==> src/design/atan2_heading_approx_unit_macros.svh <==
// assertion helpers shared by the heading datapath modules
`ifndef ATAN2_HEADING_APPROX_UNIT_MACROS_SVH
`define ATAN2_HEADING_APPROX_UNIT_MACROS_SVH

// same-cycle implication, checked outside reset
`define ATAN2_ASSERT_IMPL(label, clk, rst_n, cond, prop) \
    label: assert property (@(posedge clk) disable iff (!(rst_n)) (cond) |-> (prop)) \
        else $error("atan2 heading check failed");

// next-cycle implication, checked outside reset
`define ATAN2_ASSERT_NEXT(label, clk, rst_n, cond, prop) \
    label: assert property (@(posedge clk) disable iff (!(rst_n)) (cond) |=> (prop)) \
        else $error("atan2 heading check failed");

`endif

==> src/design/atan2h_pkg.sv <==
// ----------------------------------------------------------------------------
// atan2h_pkg
// Shared widths, constants and sideband type of the heading datapath.
// ----------------------------------------------------------------------------
`timescale 1ns / 1ps

package atan2h_pkg;

    // component and angle resolution
    localparam int COMPONENT_WIDTH     = 16;
    localparam int ANGLE_FRACTION_BITS = 6;

    // ratio t = T / 2^RATIO_FRAC, T in 0..2^RATIO_FRAC
    localparam int RATIO_FRAC = 16;
    localparam int T_W        = RATIO_FRAC + 1;

    // octant angle is carried in units of 2^-SHIFT_TOTAL degree
    localparam int SHIFT_TOTAL = 2 * RATIO_FRAC + 1;

    localparam int MAG_W  = COMPONENT_WIDTH;
    localparam int REM_W  = MAG_W + 1;
    localparam int PROD_W = 2 * RATIO_FRAC + 1;
    localparam int LIN_W  = T_W + 7;
    localparam int P31_W  = PROD_W + 5;
    localparam int OCT_W  = 6 + SHIFT_TOTAL;
    localparam int ANG_W  = 7 + SHIFT_TOTAL;
    localparam int HX_W   = 9 + SHIFT_TOTAL;

    localparam int ROUND_SHIFT = SHIFT_TOTAL - ANGLE_FRACTION_BITS;
    localparam int RND_W       = HX_W - ROUND_SHIFT;
    localparam int HEADING_W   = $clog2(360 * (1 << ANGLE_FRACTION_BITS));

    // stream payload widths, padded to whole bytes
    localparam int IN_TDATA_W  = ((2 * COMPONENT_WIDTH + 7) / 8) * 8;
    localparam int OUT_TDATA_W = ((HEADING_W + 7) / 8) * 8;

    // axis headings in output units
    localparam logic [HEADING_W-1:0] H_0   = '0;
    localparam logic [HEADING_W-1:0] H_90  = HEADING_W'(90 * (1 << ANGLE_FRACTION_BITS));
    localparam logic [HEADING_W-1:0] H_180 = HEADING_W'(180 * (1 << ANGLE_FRACTION_BITS));
    localparam logic [HEADING_W-1:0] H_270 = HEADING_W'(270 * (1 << ANGLE_FRACTION_BITS));
    localparam logic [RND_W-1:0]     H_FULL = RND_W'(360) << ANGLE_FRACTION_BITS;

    // fine-unit constants
    localparam logic [T_W-1:0]   ONE_T    = T_W'(1) << RATIO_FRAC;
    localparam logic [LIN_W-1:0] LIN_MUL  = LIN_W'(90);
    localparam logic [ANG_W-1:0] FULL_90  = ANG_W'(90) << SHIFT_TOTAL;
    localparam logic [HX_W-1:0]  D180     = HX_W'(180) << SHIFT_TOTAL;
    localparam logic [HX_W-1:0]  D360     = HX_W'(360) << SHIFT_TOTAL;
    localparam logic [HX_W-1:0]  HALF_LSB = HX_W'(1) << (ROUND_SHIFT - 1);

    // per-item control carried alongside the datapath
    typedef struct packed {
        logic                 special;
        logic [HEADING_W-1:0] special_h;
        logic                 mirror;
        logic                 sn_pos;
        logic                 se_pos;
    } t_side;

endpackage

==> src/design/atan2h_prep.sv <==
// ----------------------------------------------------------------------------
// atan2h_prep
// Magnitudes, axis cases and divider operands, one register stage.
// ----------------------------------------------------------------------------
`timescale 1ns / 1ps

module atan2h_prep (
    input  logic                          i_clk,
    input  logic                          i_rst_n,
    input  logic                          i_valid,
    output logic                          o_ready,
    input  logic [atan2h_pkg::MAG_W-1:0]  i_ns,
    input  logic [atan2h_pkg::MAG_W-1:0]  i_ew,
    output logic                          o_valid,
    input  logic                          i_ready,
    output logic [atan2h_pkg::MAG_W-1:0]  o_small,
    output logic [atan2h_pkg::MAG_W-1:0]  o_large,
    output atan2h_pkg::t_side             o_side
);

    logic                         r_valid;
    logic [atan2h_pkg::MAG_W-1:0] r_small;
    logic [atan2h_pkg::MAG_W-1:0] r_large;
    atan2h_pkg::t_side            r_side;

    logic [atan2h_pkg::MAG_W-1:0] n_small;
    logic [atan2h_pkg::MAG_W-1:0] n_large;
    atan2h_pkg::t_side            n_side;

    logic [atan2h_pkg::MAG_W-1:0] w_n_mag;
    logic [atan2h_pkg::MAG_W-1:0] w_e_mag;
    logic                         w_ns_neg;
    logic                         w_ew_neg;
    logic                         w_e_lt_n;

    // magnitudes; the most negative value maps to 2^(MAG_W-1) exactly
    assign w_ns_neg = i_ns[atan2h_pkg::MAG_W-1];
    assign w_ew_neg = i_ew[atan2h_pkg::MAG_W-1];
    assign w_n_mag  = w_ns_neg ? (~i_ns) + atan2h_pkg::MAG_W'(1) : i_ns;
    assign w_e_mag  = w_ew_neg ? (~i_ew) + atan2h_pkg::MAG_W'(1) : i_ew;
    assign w_e_lt_n = w_e_mag < w_n_mag;

    // operands and axis handling
    always_comb begin
        n_small          = w_e_lt_n ? w_e_mag : w_n_mag;
        n_large          = w_e_lt_n ? w_n_mag : w_e_mag;
        n_side.special   = (i_ew == '0) || (i_ns == '0);
        n_side.mirror    = !w_e_lt_n;
        n_side.sn_pos    = !w_ns_neg;
        n_side.se_pos    = !w_ew_neg;
        if (i_ew == '0) begin
            n_side.special_h = w_ns_neg ? atan2h_pkg::H_180 : atan2h_pkg::H_0;
        end else begin
            n_side.special_h = w_ew_neg ? atan2h_pkg::H_270 : atan2h_pkg::H_90;
        end
    end

    assign o_ready = !r_valid || i_ready;

    // stage valid
    always_ff @(posedge i_clk) begin
        if (!i_rst_n) begin
            r_valid <= 1'b0;
        end else if (o_ready) begin
            r_valid <= i_valid;
        end
    end

    // stage payload
    always_ff @(posedge i_clk) begin
        if (o_ready && i_valid) begin
            r_small <= n_small;
            r_large <= n_large;
            r_side  <= n_side;
        end
    end

    assign o_valid = r_valid;
    assign o_small = r_small;
    assign o_large = r_large;
    assign o_side  = r_side;

endmodule

==> src/design/atan2h_divider.sv <==
// ----------------------------------------------------------------------------
// atan2h_divider
// Pipelined restoring divider, one quotient bit per stage: T = small*2^16/large.
// ----------------------------------------------------------------------------
`timescale 1ns / 1ps

`include "atan2_heading_approx_unit_macros.svh"

module atan2h_divider (
    input  logic                          i_clk,
    input  logic                          i_rst_n,
    input  logic                          i_valid,
    output logic                          o_ready,
    input  logic [atan2h_pkg::MAG_W-1:0]  i_small,
    input  logic [atan2h_pkg::MAG_W-1:0]  i_large,
    input  atan2h_pkg::t_side             i_side,
    output logic                          o_valid,
    input  logic                          i_ready,
    output logic [atan2h_pkg::T_W-1:0]    o_quo,
    output atan2h_pkg::t_side             o_side
);

    localparam int NS = atan2h_pkg::T_W;

    logic [NS-1:0]                r_valid;
    logic [atan2h_pkg::REM_W-1:0] r_rem   [NS];
    logic [atan2h_pkg::T_W-1:0]   r_quo   [NS];
    logic [atan2h_pkg::MAG_W-1:0] r_large [NS];
    atan2h_pkg::t_side            r_side  [NS];

    logic [atan2h_pkg::REM_W-1:0] n_rem   [NS];
    logic [atan2h_pkg::T_W-1:0]   n_quo   [NS];
    logic [atan2h_pkg::MAG_W-1:0] n_large [NS];
    atan2h_pkg::t_side            n_side  [NS];
    logic [NS-1:0]                n_valid;

    logic [NS-1:0]                w_ready;

    // one compare and subtract per stage
    always_comb begin
        logic [atan2h_pkg::REM_W-1:0] v_x;
        logic [atan2h_pkg::REM_W-1:0] v_d;
        logic [atan2h_pkg::T_W-1:0]   v_q;
        logic                         v_ge;
        for (int k = 0; k < NS; k++) begin
            if (k == 0) begin
                v_x        = {1'b0, i_small};
                v_d        = {1'b0, i_large};
                v_q        = '0;
                n_large[k] = i_large;
                n_side[k]  = i_side;
                n_valid[k] = i_valid;
            end else begin
                v_x        = {r_rem[k-1][atan2h_pkg::REM_W-2:0], 1'b0};
                v_d        = {1'b0, r_large[k-1]};
                v_q        = r_quo[k-1];
                n_large[k] = r_large[k-1];
                n_side[k]  = r_side[k-1];
                n_valid[k] = r_valid[k-1];
            end
            v_ge     = v_x >= v_d;
            n_rem[k] = v_ge ? v_x - v_d : v_x;
            n_quo[k] = {v_q[atan2h_pkg::T_W-2:0], v_ge};
        end
    end

    // per-stage ready so bubbles collapse under a stall
    always_comb begin
        for (int k = 0; k < NS; k++) begin
            if (k == NS - 1) begin
                w_ready[k] = !r_valid[k] || i_ready;
            end else begin
                w_ready[k] = !r_valid[k] || w_ready[k+1];
            end
        end
    end

    // stage valids
    always_ff @(posedge i_clk) begin
        if (!i_rst_n) begin
            r_valid <= '0;
        end else begin
            for (int k = 0; k < NS; k++) begin
                if (w_ready[k]) begin
                    r_valid[k] <= n_valid[k];
                end
            end
        end
    end

    // stage payloads
    always_ff @(posedge i_clk) begin
        for (int k = 0; k < NS; k++) begin
            if (w_ready[k] && n_valid[k]) begin
                r_rem[k]   <= n_rem[k];
                r_quo[k]   <= n_quo[k];
                r_large[k] <= n_large[k];
                r_side[k]  <= n_side[k];
            end
        end
    end

    assign o_ready = w_ready[0];
    assign o_valid = r_valid[NS-1];
    assign o_quo   = r_quo[NS-1];
    assign o_side  = r_side[NS-1];

    // ratio never exceeds one for a real octant item
    `ATAN2_ASSERT_IMPL(a_quo_le_one, i_clk, i_rst_n, r_valid[NS-1] && !r_side[NS-1].special, r_quo[NS-1] <= atan2h_pkg::ONE_T)
    // restoring remainder stays below the divisor
    `ATAN2_ASSERT_IMPL(a_rem_lt_div, i_clk, i_rst_n, r_valid[NS-1] && !r_side[NS-1].special, r_rem[NS-1] < {1'b0, r_large[NS-1]})

endmodule

==> src/design/atan2h_poly.sv <==
// ----------------------------------------------------------------------------
// atan2h_poly
// Octant angle 90*2^16*T + 31*T*(2^16-T) and the 45 degree mirror, four stages.
// ----------------------------------------------------------------------------
`timescale 1ns / 1ps

module atan2h_poly (
    input  logic                          i_clk,
    input  logic                          i_rst_n,
    input  logic                          i_valid,
    output logic                          o_ready,
    input  logic [atan2h_pkg::T_W-1:0]    i_quo,
    input  atan2h_pkg::t_side             i_side,
    output logic                          o_valid,
    input  logic                          i_ready,
    output logic [atan2h_pkg::ANG_W-1:0]  o_ang,
    output atan2h_pkg::t_side             o_side
);

    logic [3:0]                   r_valid;
    logic [3:0]                   w_ready;

    logic [atan2h_pkg::PROD_W-1:0] r_prod;
    logic [atan2h_pkg::LIN_W-1:0]  r_lin1;
    atan2h_pkg::t_side             r_side1;
    logic [atan2h_pkg::P31_W-1:0]  r_p31;
    logic [atan2h_pkg::LIN_W-1:0]  r_lin2;
    atan2h_pkg::t_side             r_side2;
    logic [atan2h_pkg::OCT_W-1:0]  r_oct;
    atan2h_pkg::t_side             r_side3;
    logic [atan2h_pkg::ANG_W-1:0]  r_ang;
    atan2h_pkg::t_side             r_side4;

    logic [atan2h_pkg::PROD_W-1:0] n_prod;
    logic [atan2h_pkg::LIN_W-1:0]  n_lin1;
    logic [atan2h_pkg::P31_W-1:0]  n_p31;
    logic [atan2h_pkg::OCT_W-1:0]  n_oct;
    logic [atan2h_pkg::ANG_W-1:0]  n_ang;

    logic [atan2h_pkg::T_W-1:0]    w_comp;
    logic [2*atan2h_pkg::T_W-1:0]  w_full;

    // stage 1: T*(2^16-T) product and linear term 90*T
    assign w_comp = atan2h_pkg::ONE_T - i_quo;
    assign w_full = i_quo * w_comp;
    assign n_prod = w_full[atan2h_pkg::PROD_W-1:0];
    assign n_lin1 = atan2h_pkg::LIN_W'(i_quo) * atan2h_pkg::LIN_MUL;

    // stage 2: times 31 as shift and subtract
    assign n_p31 = (atan2h_pkg::P31_W'(r_prod) << 5) - atan2h_pkg::P31_W'(r_prod);

    // stage 3: octant angle
    assign n_oct = (atan2h_pkg::OCT_W'(r_lin2) << atan2h_pkg::RATIO_FRAC)
                 + atan2h_pkg::OCT_W'(r_p31);

    // stage 4: mirror about 45 degrees when north-south is not the larger
    assign n_ang = r_side3.mirror ? atan2h_pkg::FULL_90 - atan2h_pkg::ANG_W'(r_oct)
                                  : atan2h_pkg::ANG_W'(r_oct);

    // ready chain
    assign w_ready[3] = !r_valid[3] || i_ready;
    assign w_ready[2] = !r_valid[2] || w_ready[3];
    assign w_ready[1] = !r_valid[1] || w_ready[2];
    assign w_ready[0] = !r_valid[0] || w_ready[1];

    // stage valids
    always_ff @(posedge i_clk) begin
        if (!i_rst_n) begin
            r_valid <= '0;
        end else begin
            if (w_ready[0]) r_valid[0] <= i_valid;
            if (w_ready[1]) r_valid[1] <= r_valid[0];
            if (w_ready[2]) r_valid[2] <= r_valid[1];
            if (w_ready[3]) r_valid[3] <= r_valid[2];
        end
    end

    // stage payloads
    always_ff @(posedge i_clk) begin
        if (w_ready[0] && i_valid) begin
            r_prod  <= n_prod;
            r_lin1  <= n_lin1;
            r_side1 <= i_side;
        end
        if (w_ready[1] && r_valid[0]) begin
            r_p31   <= n_p31;
            r_lin2  <= r_lin1;
            r_side2 <= r_side1;
        end
        if (w_ready[2] && r_valid[1]) begin
            r_oct   <= n_oct;
            r_side3 <= r_side2;
        end
        if (w_ready[3] && r_valid[2]) begin
            r_ang   <= n_ang;
            r_side4 <= r_side3;
        end
    end

    assign o_ready = w_ready[0];
    assign o_valid = r_valid[3];
    assign o_ang   = r_ang;
    assign o_side  = r_side4;

endmodule

==> src/design/atan2h_fold.sv <==
// ----------------------------------------------------------------------------
// atan2h_fold
// Quadrant fold, rounding to output units and full-turn wrap, two stages.
// ----------------------------------------------------------------------------
`timescale 1ns / 1ps

`include "atan2_heading_approx_unit_macros.svh"

module atan2h_fold (
    input  logic                              i_clk,
    input  logic                              i_rst_n,
    input  logic                              i_valid,
    output logic                              o_ready,
    input  logic [atan2h_pkg::ANG_W-1:0]      i_ang,
    input  atan2h_pkg::t_side                 i_side,
    output logic                              o_valid,
    input  logic                              i_ready,
    output logic [atan2h_pkg::HEADING_W-1:0]  o_heading
);

    logic                             r_hx_valid;
    logic [atan2h_pkg::HX_W-1:0]      r_hx;
    atan2h_pkg::t_side                r_side;
    logic                             r_out_valid;
    logic [atan2h_pkg::HEADING_W-1:0] r_heading;

    logic [atan2h_pkg::HX_W-1:0]      n_hx;
    logic [atan2h_pkg::HEADING_W-1:0] n_heading;

    logic [atan2h_pkg::HX_W-1:0]      w_a;
    logic [atan2h_pkg::HX_W-1:0]      w_sum;
    logic [atan2h_pkg::RND_W-1:0]     w_rnd;
    logic                             w_ready_hx;
    logic                             w_ready_out;

    // quadrant fold from the component signs
    assign w_a = atan2h_pkg::HX_W'(i_ang);
    always_comb begin
        case ({i_side.se_pos, i_side.sn_pos})
            2'b11:   n_hx = w_a;
            2'b10:   n_hx = atan2h_pkg::D180 - w_a;
            2'b01:   n_hx = atan2h_pkg::D360 - w_a;
            default: n_hx = atan2h_pkg::D180 + w_a;
        endcase
    end

    // round half up, wrap a full turn, axis cases override
    assign w_sum = r_hx + atan2h_pkg::HALF_LSB;
    assign w_rnd = w_sum[atan2h_pkg::HX_W-1:atan2h_pkg::ROUND_SHIFT];
    always_comb begin
        if (r_side.special) begin
            n_heading = r_side.special_h;
        end else if (w_rnd >= atan2h_pkg::H_FULL) begin
            n_heading = atan2h_pkg::H_0;
        end else begin
            n_heading = atan2h_pkg::HEADING_W'(w_rnd);
        end
    end

    assign w_ready_out = !r_out_valid || i_ready;
    assign w_ready_hx  = !r_hx_valid || w_ready_out;

    // stage valids
    always_ff @(posedge i_clk) begin
        if (!i_rst_n) begin
            r_hx_valid  <= 1'b0;
            r_out_valid <= 1'b0;
        end else begin
            if (w_ready_hx)  r_hx_valid  <= i_valid;
            if (w_ready_out) r_out_valid <= r_hx_valid;
        end
    end

    // stage payloads
    always_ff @(posedge i_clk) begin
        if (w_ready_hx && i_valid) begin
            r_hx   <= n_hx;
            r_side <= i_side;
        end
        if (w_ready_out && r_hx_valid) begin
            r_heading <= n_heading;
        end
    end

    assign o_ready   = w_ready_hx;
    assign o_valid   = r_out_valid;
    assign o_heading = r_heading;

    // delivered heading always below a full turn
    `ATAN2_ASSERT_IMPL(a_heading_range, i_clk, i_rst_n, r_out_valid, atan2h_pkg::RND_W'(r_heading) < atan2h_pkg::H_FULL)
    // axis cases only ever carry one of the four compass points
    `ATAN2_ASSERT_IMPL(a_axis_value, i_clk, i_rst_n, r_hx_valid && r_side.special, r_side.special_h == atan2h_pkg::H_0 || r_side.special_h == atan2h_pkg::H_90 || r_side.special_h == atan2h_pkg::H_180 || r_side.special_h == atan2h_pkg::H_270)
    // a rounded item moves to the output register when that register is free
    `ATAN2_ASSERT_NEXT(a_out_load, i_clk, i_rst_n, r_hx_valid && w_ready_out, r_out_valid)

endmodule

==> src/design/atan2_heading_approx_unit.sv <==
// ----------------------------------------------------------------------------
// atan2_heading_approx_unit
// Compass heading from north-south and east-west components.
// ----------------------------------------------------------------------------
// Takes one vector per cycle while the output is not stalled and returns its
// heading clockwise from north in 1/64 degree steps (0..23039), using a
// quadratic arctangent fit on the ratio of the smaller magnitude to the
// larger. Stages: one operand stage, 17 divider stages (one quotient bit
// each, the bulk of the pipeline), four polynomial stages and two
// fold/round stages. Each stage has its own ready, so empty slots fill
// while the output is stalled and results leave in input order.
`timescale 1ns / 1ps

module atan2_heading_approx_unit (
    input  logic                                i_clk,
    input  logic                                i_rst_n,
    input  logic                                i_s_axis_tvalid,
    output logic                                o_s_axis_tready,
    // [15:0] north_south, [31:16] east_west
    input  logic [atan2h_pkg::IN_TDATA_W-1:0]   i_s_axis_tdata,
    output logic                                o_m_axis_tvalid,
    input  logic                                i_m_axis_tready,
    // [14:0] heading, upper bits zero
    output logic [atan2h_pkg::OUT_TDATA_W-1:0]  o_m_axis_tdata
);

    logic                             w_p_valid;
    logic                             w_p_ready;
    logic [atan2h_pkg::MAG_W-1:0]     w_p_small;
    logic [atan2h_pkg::MAG_W-1:0]     w_p_large;
    atan2h_pkg::t_side                w_p_side;

    logic                             w_d_valid;
    logic                             w_d_ready;
    logic [atan2h_pkg::T_W-1:0]       w_d_quo;
    atan2h_pkg::t_side                w_d_side;

    logic                             w_a_valid;
    logic                             w_a_ready;
    logic [atan2h_pkg::ANG_W-1:0]     w_a_ang;
    atan2h_pkg::t_side                w_a_side;

    logic [atan2h_pkg::HEADING_W-1:0] w_heading;

    // operand stage
    atan2h_prep u_prep (
        .i_clk   (i_clk),
        .i_rst_n (i_rst_n),
        .i_valid (i_s_axis_tvalid),
        .o_ready (o_s_axis_tready),
        .i_ns    (i_s_axis_tdata[atan2h_pkg::MAG_W-1:0]),
        .i_ew    (i_s_axis_tdata[2*atan2h_pkg::MAG_W-1:atan2h_pkg::MAG_W]),
        .o_valid (w_p_valid),
        .i_ready (w_p_ready),
        .o_small (w_p_small),
        .o_large (w_p_large),
        .o_side  (w_p_side)
    );

    // ratio divider
    atan2h_divider u_divider (
        .i_clk   (i_clk),
        .i_rst_n (i_rst_n),
        .i_valid (w_p_valid),
        .o_ready (w_p_ready),
        .i_small (w_p_small),
        .i_large (w_p_large),
        .i_side  (w_p_side),
        .o_valid (w_d_valid),
        .i_ready (w_d_ready),
        .o_quo   (w_d_quo),
        .o_side  (w_d_side)
    );

    // octant polynomial
    atan2h_poly u_poly (
        .i_clk   (i_clk),
        .i_rst_n (i_rst_n),
        .i_valid (w_d_valid),
        .o_ready (w_d_ready),
        .i_quo   (w_d_quo),
        .i_side  (w_d_side),
        .o_valid (w_a_valid),
        .i_ready (w_a_ready),
        .o_ang   (w_a_ang),
        .o_side  (w_a_side)
    );

    // quadrant fold and rounding, output register
    atan2h_fold u_fold (
        .i_clk     (i_clk),
        .i_rst_n   (i_rst_n),
        .i_valid   (w_a_valid),
        .o_ready   (w_a_ready),
        .i_ang     (w_a_ang),
        .i_side    (w_a_side),
        .o_valid   (o_m_axis_tvalid),
        .i_ready   (i_m_axis_tready),
        .o_heading (w_heading)
    );

    assign o_m_axis_tdata = atan2h_pkg::OUT_TDATA_W'(w_heading);

endmodule

==> config.mk <==
export PLATFORM = sky130hd
export DESIGN_NAME = atan2_heading_approx_unit
export DESIGN_NICKNAME = d
export VERILOG_FILES = /design/src/design/atan2h_pkg.sv /design/src/design/atan2h_prep.sv /design/src/design/atan2h_divider.sv /design/src/design/atan2h_poly.sv /design/src/design/atan2h_fold.sv /design/src/design/atan2_heading_approx_unit.sv
export VERILOG_INCLUDE_DIRS = /design/src /design/src/design
export SDC_FILE = /design/constraint.sdc
export NUM_CORES = 2
export LEC_CHECK = 0
export ABC_AREA = 1
export BUFFER_PORTS_ARGS = -buffer_cell sky130_fd_sc_hd__buf_2
export CAP_MARGIN = 20
export CORE_MARGIN = 2
export CORE_UTILIZATION = 61
export CTS_CLUSTER_SIZE = 30
export DETAILED_ROUTE_END_ITERATION = 8
export PLACE_DENSITY = 0.83
export SLEW_MARGIN = 30
export SYNTH_ARGS = -nofsm -noshare
export SYNTH_HDL_FRONTEND = slang
export SYNTH_SLANG_ARGS = --single-unit
==> constraint.sdc <==
create_clock -name i_clk -period 9.56 [get_ports i_clk]
set_input_delay 0 -clock i_clk [delete_from_list [all_inputs] [get_ports i_clk]]
set_output_delay 0 -clock i_clk [all_outputs]
set_load 0.02 [all_outputs]
==> flow_summary.json <==
{
  "status": "completed",
  "die_h_um": 334,
  "cp-start-kind": "register",
  "grt_usage": 0.258,
  "cts_resized": 0,
  "synthMostInstantiatedCell": "edfxtp_1",
  "async_flop_share": 0,
  "cellLeakagePower_nw": 30.4,
  "post-place-ws_ps": 1270,
  "worstSkewPairLatency_ps": 720,
  "initial_core_util": 0.613,
  "fin_skew_ps": 27.4,
  "critical_path_class": "reg2reg",
  "dp_hpwl_um": 106000,
  "drtIter0Drc": 3306,
  "ys_warn_count": 0,
  "hold_viol": 0,
  "yosysTopAreaCellShare": 0.518,
  "tightestPinTransition_ps": 911,
  "hold_path.class": "in2reg",
  "grt_pass1_vias": 44100,
  "cts_hold_buf": 60,
  "grt_setup_unrepaired": "no",
  "post_drt_wl_per_cell_um": 18.4,
  "vias": 43700,
  "area_growth_pct": 9.70,
  "slew_headroom": 0.391,
  "core_area_um2": 108000,
  "grt_start_max_net_pins": 70,
  "timing.final.ws_setup_ps": 1180,
  "synth_top_cell_by_area": "edfxtp_1",
  "clock-root-buffer": "clkbuf_16",
  "crit_fanout": 12,
  "ys_top_cells_by_area": "edfxtp_1 (52%), ha_1 (9.6%), fa_1 (8.1%), inv_1 (5.6%), nand2_1 (5.5%)",
  "synth_commonest_cells": "edfxtp_1 (1146), inv_1 (990), nand2_1 (978)",
  "wl_um": 143000,
  "overflow": 0,
  "drv_slew": 0,
  "first_pass_iters": 8,
  "endpoint_kind": "register",
  "boundaryPins": 54,
  "clkSinkCount": 1170,
  "antenna_found_initial": 0,
  "synthCells": 6082,
  "synth.cell_area_um2": 66400,
  "drive_gt1_frac": 0.0532,
  "critPathArrivalTime_ps": 8820,
  "antenna_cells": 0,
  "ir_drop_mv": 0.177,
  "grt_pass1_wl_um": 227000,
  "cts_made_buffers": 115,
  "drc": 0,
  "synth-main-ff-cell": "edfxtp_1",
  "rows": 121,
  "cts_max_path_buffers": 3,
  "critical_path.max_stage_delay_ps": 590,
  "synth_nets": 6894,
  "final_util": 0.672,
  "gp_congestion": 0.948,
  "stdcell_area_um2": 72800,
  "portBuffers": 52,
  "slowest_stage": "fa_1",
  "post_cts_buffers": 0,
  "synth-seq-cells": 1170,
  "cts_tree": "done",
  "min_period_over_period": 0.877,
  "fmax_ghz": 0.119,
  "tns_ps": 0,
  "yosysSeqAreaShare": 0.526,
  "nets": 7069,
  "syn_area_per_cell_um2": 10.9,
  "required_ps": 10000,
  "fin_crit_ps": 8380,
  "path_clk_slew_ps": 70,
  "p_per_area_nw_per_um2": 147,
  "synth-edff-count": 1146,
  "die_area_um2": 112000,
  "finalSetupViolCount": 0,
  "drv_cap": 0,
  "vias_per_cell": 5.62,
  "synth_cell_types": 64,
  "crit_top_cell": "fa_1",
  "ant_nets": 0,
  "die-width_um": 334,
  "htreeDepth": 3,
  "postPlaceCellArea_um2": 68400,
  "hold_slack_ps": 181
}
-- registers in the layout, summed over array words and instances (netlist names), 4 cells and up --
signal and count:
u_poly.r_valid 4, u_prep.o_large 16, u_poly.r_oct 39, u_prep.o_small 16, u_fold.o_heading 15, u_fold.r_hx 16
u_poly.r_p31 38, u_divider.r_valid 17, u_poly.r_side1 10, u_divider.r_rem 256, u_poly.r_prod 33, u_poly.r_lin2 21
u_poly.o_ang 40, u_poly.r_side3 10, u_prep.o_side 10, u_poly.r_lin1 21, u_divider.r_side 170, u_fold.r_side 7
u_divider.r_large 256, u_divider.r_quo 153, u_poly.o_side 9, u_poly.r_side2 10
-- logic make-up after synthesis --
group,share of synthesized area
compound gates,0.0791
xor+xnor,0.0526
fa+ha+maj,0.177
buf+inv,0.0635
flops,0.526
other cells,0.0000565
simple gates,0.103
-- power breakdown --
group	total [W]	internal, W	switching (W)
sequential	0.00569	0.00565	0.0000385
clock	0.00449	0.00253	0.00196
combinational	0.000558	0.000221	0.000337
-- layer usage --
layer / vias to the layer above / global-route usage / share of wire
li1: 20800 / - / -
met1: 21000 / 0.313 / 0.39
met2: 1485 / 0.452 / 0.50
met3: 404 / 0.0412 / 0.058
met4: 0 / 0.118 / 0.051
met5: - / 0 / 0
-- layout make-up --
class / instances / area, µm²
inverter: 1014 / 3810
clock buffer: 147 / 3110
clock inverter: 72 / 684
fill: 7606 / 35600
multi-input combinational: 3803 / 27400
sequential: 1170 / 34900
timing repair buffer: 153 / 1180
tap: 1414 / 1770
-- stage by stage --
step	instances	power [W]
floorplan	6082	0.00617
finish	7773	0.0107
CTS	7771	0.0108
global route	7773	0.0110
detailed placement	7492	0.00630
global placement	7491	0.00627
-- worst paths after layout --
check,startpoint,to,slack (ps),cells after the start
max,u_divider.r_quo[0][273],u_poly.r_prod[32],1180,30
min reg2reg,u_poly.r_side3[0],u_poly.o_side[0],400,0
min,i_m_axis_tready,u_poly.r_valid[3],180,5
max reg2reg,u_divider.r_quo[0][273],u_poly.r_prod[32],1180,30
-- critical path, delay by kind of cell (launching register included) --
| family | cells | cell delay, ps |
|---|---|---|
| compound gates | 4 | 700 |
| xor+xnor | 1 | 100 |
| fa+ha+maj | 9 | 3980 |
| buf+inv | 5 | 810 |
| flops | 1 | 410 |
| simple gates | 11 | 2140 |
-- cells in the final DEF, fill, tap and decap left out, types with 5 or more instances in the layout --
master         instances
o21bai_1               8
o211ai_1               9
clkbuf_16            116
xnor2_1              200
dfxtp_1               24
o22ai_1                5
buf_2                 52
nor2_4                14
clkbuf_8               9
o31ai_1               11
a21o_1                22
edfxtp_1            1146
nand3_1              129
fa_1                 268
o221ai_1               5
o21ai_1               34
ha_1                 508
clkbuf_1              22
a31oi_1               16
a211oi_1               5
buf_4                 39
xor2_1               199
clkinv_2              29
inv_2                 17
bufinv_16              8
a21oi_1              414
nand4_4                5
a21boi_0              11
clkinv_1              27
nor4_1                16
nand2_1              978
nand4_1               50
clkinvlp_4            11
nor3_1                54
dlygate4sd3_1         60
nor2_1               383
o21a_1                 8
inv_1                980
o21ai_0              391
No activity file was read; power rests on OpenSTA's default activity.
